--- src/sv/mpf_pkg.sv ---
// Shared types and constants for the monochrome page frame buffer.
package mpf_pkg;

  localparam int COLUMNS_DEF = 128;
  localparam int PAGES_DEF = 8;
  localparam int HEAD_SLOTS = 3;

  localparam logic [7:0] CMD_PAGE_BASE = 8'hB0;
  localparam logic [7:0] CMD_COL_LOW = 8'h00;
  localparam logic [7:0] CMD_COL_HIGH = 8'h10;

  localparam logic [1:0] FUNC_SET = 2'd0;
  localparam logic [1:0] FUNC_CLR = 2'd1;
  localparam logic [1:0] FUNC_CLEAR_ALL = 2'd2;
  localparam logic [1:0] FUNC_REFRESH = 2'd3;

  typedef enum logic [1:0] {
    ST_CLEAR,
    ST_IDLE,
    ST_ACCESS
  } state_t;

  typedef struct packed {
    logic step;
    logic restart;
  } scan_ctl_t;

endpackage

--- src/sv/mpf_scan.sv ---
// Scan-out position counter and command byte formatting.
module mpf_scan #(
  parameter int COLUMNS = mpf_pkg::COLUMNS_DEF,
  parameter int PAGES = mpf_pkg::PAGES_DEF,
  localparam int AW = $clog2(COLUMNS * PAGES),
  localparam int PGW = (PAGES > 1) ? $clog2(PAGES) : 1,
  localparam int SW = $clog2(COLUMNS + mpf_pkg::HEAD_SLOTS)
) (
  input  logic              clk,
  input  logic              rst,
  input  mpf_pkg::scan_ctl_t ctl,
  output logic [AW-1:0]     rd_addr,
  output logic              is_head,
  output logic [7:0]        cmd_byte,
  output logic              last
);

  logic [PGW-1:0] page, page_next;
  logic [SW-1:0]  slot, slot_next;
  logic           slot_end;

  assign slot_end = (slot == SW'(COLUMNS + mpf_pkg::HEAD_SLOTS - 1));
  assign is_head = (slot < SW'(mpf_pkg::HEAD_SLOTS));
  assign last = slot_end && (page == PGW'(PAGES - 1));
  assign rd_addr = AW'((32'(slot) - 32'(mpf_pkg::HEAD_SLOTS)) * 32'(PAGES) + 32'(page));

  always_comb begin
    if (slot == SW'(0)) begin
      cmd_byte = 8'(mpf_pkg::CMD_PAGE_BASE + 8'(page));
    end else if (slot == SW'(1)) begin
      cmd_byte = mpf_pkg::CMD_COL_LOW;
    end else begin
      cmd_byte = mpf_pkg::CMD_COL_HIGH;
    end
  end

  always_comb begin
    page_next = page;
    slot_next = slot;
    if (ctl.restart) begin
      page_next = '0;
      slot_next = '0;
    end else if (ctl.step) begin
      if (slot_end) begin
        slot_next = '0;
        page_next = (page == PGW'(PAGES - 1)) ? '0 : PGW'(page + PGW'(1));
      end else begin
        slot_next = SW'(slot + SW'(1));
      end
    end
  end

  always_ff @(posedge clk) begin
    if (rst) begin
      page <= '0;
      slot <= '0;
    end else begin
      page <= page_next;
      slot <= slot_next;
    end
  end

endmodule

--- config.mk ---
export PLATFORM = sky130hd
export DESIGN_NAME = mpf_scan
export DESIGN_NICKNAME = d
export VERILOG_FILES = /design/src/sv/mpf_pkg.sv /design/src/sv/mpf_scan.sv
export SDC_FILE = /design/constraint.sdc
export NUM_CORES = 1
export LEC_CHECK = 0
export BUFFER_PORTS_ARGS = -buffer_cell sky130_fd_sc_hd__buf_2
export CORE_UTILIZATION = 48
export CTS_CLUSTER_SIZE = 28
export DETAILED_ROUTE_END_ITERATION = 10
export MAX_ROUTING_LAYER = met4
export PLACE_DENSITY = 0.82
export SKIP_CTS_REPAIR_TIMING = 1
export SYNTH_ARGS = -nofsm -noshare
export SYNTH_HDL_FRONTEND = slang
export SYNTH_SLANG_ARGS = --single-unit
--- constraint.sdc ---
create_clock -name clk -period 3 [get_ports clk]
set_input_delay 0.9 -clock clk [delete_from_list [all_inputs] [get_ports clk]]
set_output_delay 0.9 -clock clk [all_outputs]
set_load 0.005 [all_outputs]
==> results.md, run 1 <==
- Drt pass-1 iters: 5
- Detailed-route wire length per cell: ~13 um
- CP required: about 2.1 ns
- Worst min-delay path category: reg2reg
- Maximum net fanout on the critical path: 10
- Root buffer cell: sky130_fd_sc_hd__clkbuf_4
- Max frequency: 363 MHz
- Number of buffers added by the clock tree synthesis step: 3
- First-pass GRT wire length: 2280 um
- Arrival time worst endpoint: ~1.9 ns
- Static Leak: 0.354 nW
- Number of H-tree levels: 1
- Total power per unit cell area: between 300 and 400 nW/um^2
- GRT Residual Overflow: 0
- Vert. Die Dim: 41.3 um
- Overall track demand over capacity in global routing: 21.1%
- Actual transition at the worst max-transition pin: 0.591 ns
- Min Hold Slack: 0.528 ns
- Top_reg_cell synth: sky130_fd_sc_hd__dfxtp_1
- Post-synthesis instance total: 89
- Cell Area, Placed: 815 um^2
- Setup slack of the most critical reg-to-reg path: 1.18 ns
- Total length of routed wires: between 1500 and 2000 um
- Complex-gate fraction of the synthesized area: 11.5%
- Detailed Place HPWL: 1170 um
- Drt via density: 5.64
- Adder and majority cell fraction of the synthesized area: 10.1%
- Minimum clock period after layout: approximately 2.8 ns
- Overall die width: 41.3 um
- Max-slew violations: 0
- Clock latency at the later pin of the worst-skew pair: 0.27 ns
- Xor and xnor area share after synthesis: 10.6%
- Kind of end point of the critical path: output pin
- Die Area: 1710 um^2
- Multiplexer area fraction after synthesis: under 10%
- Endpoints failing hold: 0
- Design area: between 800 and 900 um^2
- Final sum of negative setup slack: 0 ns
- WS Path Type: reg2out
- Total number of clock tree sinks: 11
- Sequential element share of the synthesized area: ~30%
- Signed area change from the synthesized netlist to the final layout: 14.2%
- Diodes inserted: 0
- Routability cong.: 0.878
- Main combinational cell family by area after synthesis: simple AND/OR/NAND/NOR gates
- Placement Rows: 13
- Count of synthesis-stage warnings from yosys: 0
- Cell area after technology mapping: 742 um^2
- Launch instance of the worst register-to-register path: slot[2]$_SDFFE_PP0P_
- Vias in the first global route: 552
- # nets final: roughly 120
- Core outline area: 1370 um^2
- Setup-violating endpoint count in the final report: 0
- Initial core utilization: 54.3%
- Number of antenna violations at the first check in global routing: 0
- Synth unique cells: 32
- VDD IR max: ~0.21 mV
- Maximum buffer depth of the clock tree: 2
- CTS tree: yes
- Post-CTS clock slew at the launch and capture registers of the worst setup and hold paths: roughly 0.080 ns
- Post-synthesis area per instance: 8.34 um^2
- Vias: between 600 and 700
- Part of the cycle the worst path needs: between 90% and 100%
- Number of enable-type register cells in the synthesized netlist: 0
- RSZ-0062 raised after global routing: no
- Boundary pin count: 24
- Antenna Violating Nets Remaining: 0
- Outcome: finished, final reports clean
- DRC marker count from the first detailed-route iteration: 8
- CP Capture Point: cmd_byte[5]
- Fraction of layout instances using a drive strength above 1: between 20 and 25%
- End of the worst register-to-register path: slot[3]$_SDFFE_PP0P_
- Worst max-slew margin expressed relative to the limit: 60.4%
- Remaining design rule violation count: 0
- Fraction of registers with async set/reset: 0%
- Clk_skew: 0.00242 ns
- Synthesized-area fraction occupied by and/or/nand/nor cells: 27.8%
- Maximum number of pins on one net before global-route repair: 11
- Critical path launch point: slot[2]$_SDFFE_PP0P_
- Count of input and output buffers: 21
- Number of synthesized register bits: 11
- Reported max-cap violation count: 0
- Worst setup SP type: register
- Worst Reg2Reg Path Length in Cells: 3
==> sequential cells by signal (all words and copies together) (netlist names) <==
signal	cells
page	3
slot	8
==> worst min path at each step <==
stage,from,to,slack [ns],cells after the start
after CTS,page[0]$_SDFFE_PP0P_,page[0]$_SDFFE_PP0P_,0.53,2
after global placement,page[1]$_SDFFE_PP0P_,page[1]$_SDFFE_PP0P_,0.50,2
after floorplan,slot[7]$_SDFFE_PP0P_,slot[7]$_SDFFE_PP0P_,0.49,2
after detailed placement,page[0]$_SDFFE_PP0P_,page[0]$_SDFFE_PP0P_,0.52,2
final,page[0]$_SDFFE_PP0P_,page[0]$_SDFFE_PP0P_,0.53,2
after global routing,page[0]$_SDFFE_PP0P_,page[0]$_SDFFE_PP0P_,0.54,2
==> worst max-delay path: stages (launching register included) <==
cell and delay [ns]:
sky130_fd_sc_hd__dfxtp_1 0.41, sky130_fd_sc_hd__or3_2 0.53, sky130_fd_sc_hd__nor4_2 0.32, sky130_fd_sc_hd__and2_1 0.21, sky130_fd_sc_hd__buf_2 0.11
==> kinds of logic after synthesis <==
family | count (synthesis)
simple gates | 35
compound gates | 15
flops | 11
buf+inv | 11
xor+xnor | 9
fa+ha+maj | 6
other cells | 1
mux | 1
==> per-stage QoR <==
step / instances / power (mW) / util, % / setup WS (ns)
floorplan: 90 / 0.167 / - / 0.489
global route: 121 / 0.284 / 62.0 / 0.0986
global placement: 117 / 0.171 / 59.6 / 0.425
detailed placement: 117 / 0.171 / 59.6 / 0.352
finish: 121 / 0.275 / 62.0 / 0.248
CTS: 121 / 0.273 / 61.5 / 0.0547
==> per-layer routing <==
metal / GRT usage (%) / share of wire (%)
met5: - / 0
met4: 6.45 / 0
met3: 6.91 / 5.3
met2: 34.8 / 49
met1: 24.4 / 46
==> synth_stat cells (3+ instances only) <==
| library cell | count | area [um^2] |
|---|---|---|
| sky130_fd_sc_hd__nand4b_1 | 3 | 26.3 |
| sky130_fd_sc_hd__buf_4 | 3 | 22.5 |
| sky130_fd_sc_hd__nor2_1 | 8 | 30.0 |
| sky130_fd_sc_hd__dfxtp_1 | 11 | 220 |
| sky130_fd_sc_hd__ha_1 | 6 | 75.1 |
| sky130_fd_sc_hd__a21oi_1 | 5 | 25.0 |
| sky130_fd_sc_hd__clkbuf_1 | 3 | 11.3 |
| sky130_fd_sc_hd__o21ai_0 | 5 | 25.0 |
| sky130_fd_sc_hd__and3_1 | 3 | 18.8 |
| sky130_fd_sc_hd__xor2_1 | 7 | 61.3 |
| sky130_fd_sc_hd__nand2_1 | 3 | 11.3 |
| sky130_fd_sc_hd__nand4_1 | 4 | 25.0 |
| sky130_fd_sc_hd__or4_1 | 3 | 22.5 |
==> cell type report <==
cell class,count,area (um^2)
inverters,2,7.51
fillers,128,519
multi-input cells,68,469
repair buffers,21,105
flip-flops and latches,11,220
well taps,15,18.8
clock buffers,4,26.3
==> layout by cell type, fill, tap and decap left out, types with 2 or more instances in the layout <==
| cell | instances |
|---|---|
| sky130_fd_sc_hd__nand2_1 | 3 |
| sky130_fd_sc_hd__inv_1 | 2 |
| sky130_fd_sc_hd__nand4b_1 | 3 |
| sky130_fd_sc_hd__ha_1 | 6 |
| sky130_fd_sc_hd__buf_2 | 21 |
| sky130_fd_sc_hd__xor2_1 | 7 |
| sky130_fd_sc_hd__nor2_1 | 8 |
| sky130_fd_sc_hd__clkbuf_4 | 3 |
| sky130_fd_sc_hd__dfxtp_1 | 11 |
| sky130_fd_sc_hd__a21boi_0 | 2 |
| sky130_fd_sc_hd__and3_1 | 3 |
| sky130_fd_sc_hd__a21oi_1 | 5 |
| sky130_fd_sc_hd__nand4_1 | 4 |
| sky130_fd_sc_hd__o21ai_0 | 5 |
| sky130_fd_sc_hd__or4_1 | 3 |
| sky130_fd_sc_hd__xnor2_1 | 2 |
| sky130_fd_sc_hd__or3_1 | 2 |
| sky130_fd_sc_hd__conb_1 | 2 |
==> where the power goes <==
group | switching, mW | internal, mW
Combinational | 0.0101 | 0.00844
Sequential | 0.00232 | 0.147
Clock | 0.0556 | 0.0515
Total | 0.0681 | 0.207
No activity file was read; power rests on OpenSTA's default activity.
==> run 2: changes to the inputs <==
--- a/config.mk
+++ b/config.mk
@@ -5,12 +5,12 @@
 export SDC_FILE = /design/constraint.sdc
 export NUM_CORES = 1
 export LEC_CHECK = 0
-export BUFFER_PORTS_ARGS = -buffer_cell sky130_fd_sc_hd__buf_2
-export CORE_UTILIZATION = 48
+export CORE_UTILIZATION = 56
 export CTS_CLUSTER_SIZE = 28
 export DETAILED_ROUTE_END_ITERATION = 10
+export DONT_BUFFER_PORTS = 1
 export MAX_ROUTING_LAYER = met4
-export PLACE_DENSITY = 0.82
+export PLACE_DENSITY = 0.77
 export SKIP_CTS_REPAIR_TIMING = 1
 export SYNTH_ARGS = -nofsm -noshare
 export SYNTH_HDL_FRONTEND = slang
==> results.md, run 2 (same netlist as run 1, synthesis figures left out) <==
- Outcome: finished, final reports clean
- Boundary pin count: 24
- Total number of clock tree sinks: 11
- Worst setup slack after layout: ~0.36 ns
- Met3 WL post-DR: 116 um
- Vias: 621
- Worst path bufs/invs: 0
- Fraction of layout instances using a drive strength above 1: 5.81%
- Placement Rows: 12
- Worst max-slew margin expressed relative to the limit: 60.0%
- Maximum buffer depth of the clock tree: 2
- Actual transition at the worst max-transition pin: 0.596 ns
- Signed area change from the synthesized netlist to the final layout: 0%
- Post-place setup slack: 0.648 ns
- Number of buffers added by the clock tree synthesis step: 3
- CTS tree: yes
- Detailed Place HPWL: roughly 1100 um
- Worst path top cell family by delay: simple AND/OR/NAND/NOR gates
- Most frequent cells in the layout: sky130_fd_sc_hd__dfxtp_1, sky130_fd_sc_hd__nor2_1, sky130_fd_sc_hd__xor2_1
- Max-slew violations: 0
- Endpoints failing hold: 0
- Routability cong.: approximately 0.74
- HP Start: page[0]$_SDFFE_PP0P_
- Switching fraction of total power: 22.7%
- Clk_skew: 0.00331 ns
- # nets final: 97
- Overall track demand over capacity in global routing: between 20 and 25%
- End of the worst register-to-register path: slot[3]$_SDFFE_PP0P_
- Initial core utilization: 63.4%
- Antenna Violating Nets Remaining: 0
- Setup slack of the most critical reg-to-reg path: 1.16 ns
- Part of the cycle the worst path needs: about nine tenths
- Total power per unit cell area: between 300 and 400 nW/um^2
- Maximum net fanout on the critical path: 10
- Final sum of negative setup slack: 0 ns
- Diodes inserted: 0
- Setup-violating endpoint count in the final report: 0
- Most common cell after layout, fill and taps aside: sky130_fd_sc_hd__dfxtp_1
- VDD IR max: 0.216 mV
- Number of antenna violations at the first check in global routing: 0
- Remaining design rule violation count: 0
- Post-CTS clock slew at the launch and capture registers of the worst setup and hold paths: ~0.070 ns
- Worst min-delay path category: reg2reg
- Total length of routed wires: roughly 1400 um
- Fill cell total of the finished layout: 118
- First-pass GRT wire length: approximately 2100 um
- Regs by FF count: slot: 8 flops, page: 3 flops
- Number of H-tree levels: 1
- Sequential power share: 56.8%
- Core outline area: 1170 um^2
- Finished Layout Cells: 100
- Drt pass-1 iters: 4
- Root buffer cell: sky130_fd_sc_hd__clkbuf_4
- Hold Path Sink: page[0]$_SDFFE_PP0P_
- Crit-path slowest cell: sky130_fd_sc_hd__or4_1
- Worst setup SP type: register
- CP required: 2.10 ns
- Launch instance of the worst register-to-register path: slot[2]$_SDFFE_PP0P_
- Power share of the clock group: roughly two fifths
- Vert. Die Dim: 38.4 um
- Die Area: 1470 um^2
- Critical path cell sequence: or4_1 > nor2_1 > xor2_1
- Met1 routed wirelength after detailed routing: 618 um
- Top layer used by detailed routing: met4
- Max frequency: roughly 380 MHz
- Fin util: between 60% and 70%
- Arrival time worst endpoint: 1.74 ns
- Kind of end point of the critical path: output pin
- Min Hold Slack: 0.535 ns
- Switching power total: 0.0595 mW
- GRT Residual Overflow: 0
- Detailed-route wire length per cell: 14.3 um
- Drt via density: 6.21
- Reported max-cap violation count: 0
- Number of placed cells counting well taps: 96
- Count of input and output buffers: 0
- Delay of the slowest cell on the worst path: 0.65 ns
- RSZ-0062 raised after global routing: no
- Number of cells on the worst hold path: 2
- Clock latency at the later pin of the worst-skew pair: 0.26 ns
- Minimum clock period after layout: 2.64 ns
- Max reg flops: 8
- Length of routed met2 wiring: 681 um
- Vias in the first global route: about 500
- Worst Reg2Reg Path Length in Cells: 3
- Overall die width: 38.4 um
- WS Path Type: reg2out
- Static Leak: 0.277 nW
- Maximum number of pins on one net before global-route repair: 11
- Largest register by flop count: slot
- DRC marker count from the first detailed-route iteration: 14
- Combinational cell fraction of total power: 4.6%
- Total internal power: 0.203 mW
[run 2: changes by cell type in the layout (fill, tap and decap cells not counted), sizes merged]
cell  delta
buf     -20
[run 2: how the worst max path moves through the flow]
| stage | from | endpoint | slack [ns] | cells after the start |
|---|---|---|---|---|
| 3_3_place_gp | slot[2]$_SDFFE_PP0P_ | cmd_byte[5] | 0.70 | 4 |
| 3_5_place_dp | slot[2]$_SDFFE_PP0P_ | rd_addr[9] | 0.65 | 3 |
| 6_report | slot[2]$_SDFFE_PP0P_ | rd_addr[9] | 0.36 | 3 |
| 5_1_grt | slot[2]$_SDFFE_PP0P_ | rd_addr[9] | 0.26 | 3 |
| 2_1_floorplan | slot[2]$_SDFFE_PP0P_ | cmd_byte[7] | 0.49 | 5 |
| 4_1_cts | slot[2]$_SDFFE_PP0P_ | rd_addr[9] | 0.35 | 3 |
[run 2: per-stage QoR]
stage / area (um^2) / power, mW
3_5_place_dp: 716 / 0.165
4_1_cts: 742 / 0.265
2_1_floorplan: 746 / 0.167
3_3_place_gp: 716 / 0.164
6_report: 742 / 0.263
5_1_grt: 742 / 0.274
[run 2: worst min-delay path: stages (launching register included)]
cell,delay (ns)
sky130_fd_sc_hd__dfxtp_1,0.35
sky130_fd_sc_hd__o21ai_0,0.08
sky130_fd_sc_hd__a21boi_1,0.06
[run 2: cell type report]
class                   instances  area, um^2  area share [%]
clock buffers                   4        26.3            3.54
inverters                       2        7.51            1.01
multi-input cells              68         463            62.4
flip-flops and latches         11         220            29.7
well taps                      14        17.5            2.36
repair buffers                  1        7.51            1.01
[run 2: power by group through the flow]
stage          logic (mW)  clock network [mW]  registers [mW]
2_1_floorplan      0.0161                   0           0.151
3_3_place_gp       0.0119                   0           0.153
3_5_place_dp       0.0123                   0           0.153
4_1_cts            0.0123               0.104           0.149
5_1_grt            0.0136               0.111           0.150
6_report           0.0121               0.101           0.149
[run 2: per-layer routing]
layer	track usage (%)	vias up
met5	-	-
met4	10.3	0
met3	4.07	2
met2	35.2	22
met1	25.2	290
li1	-	307
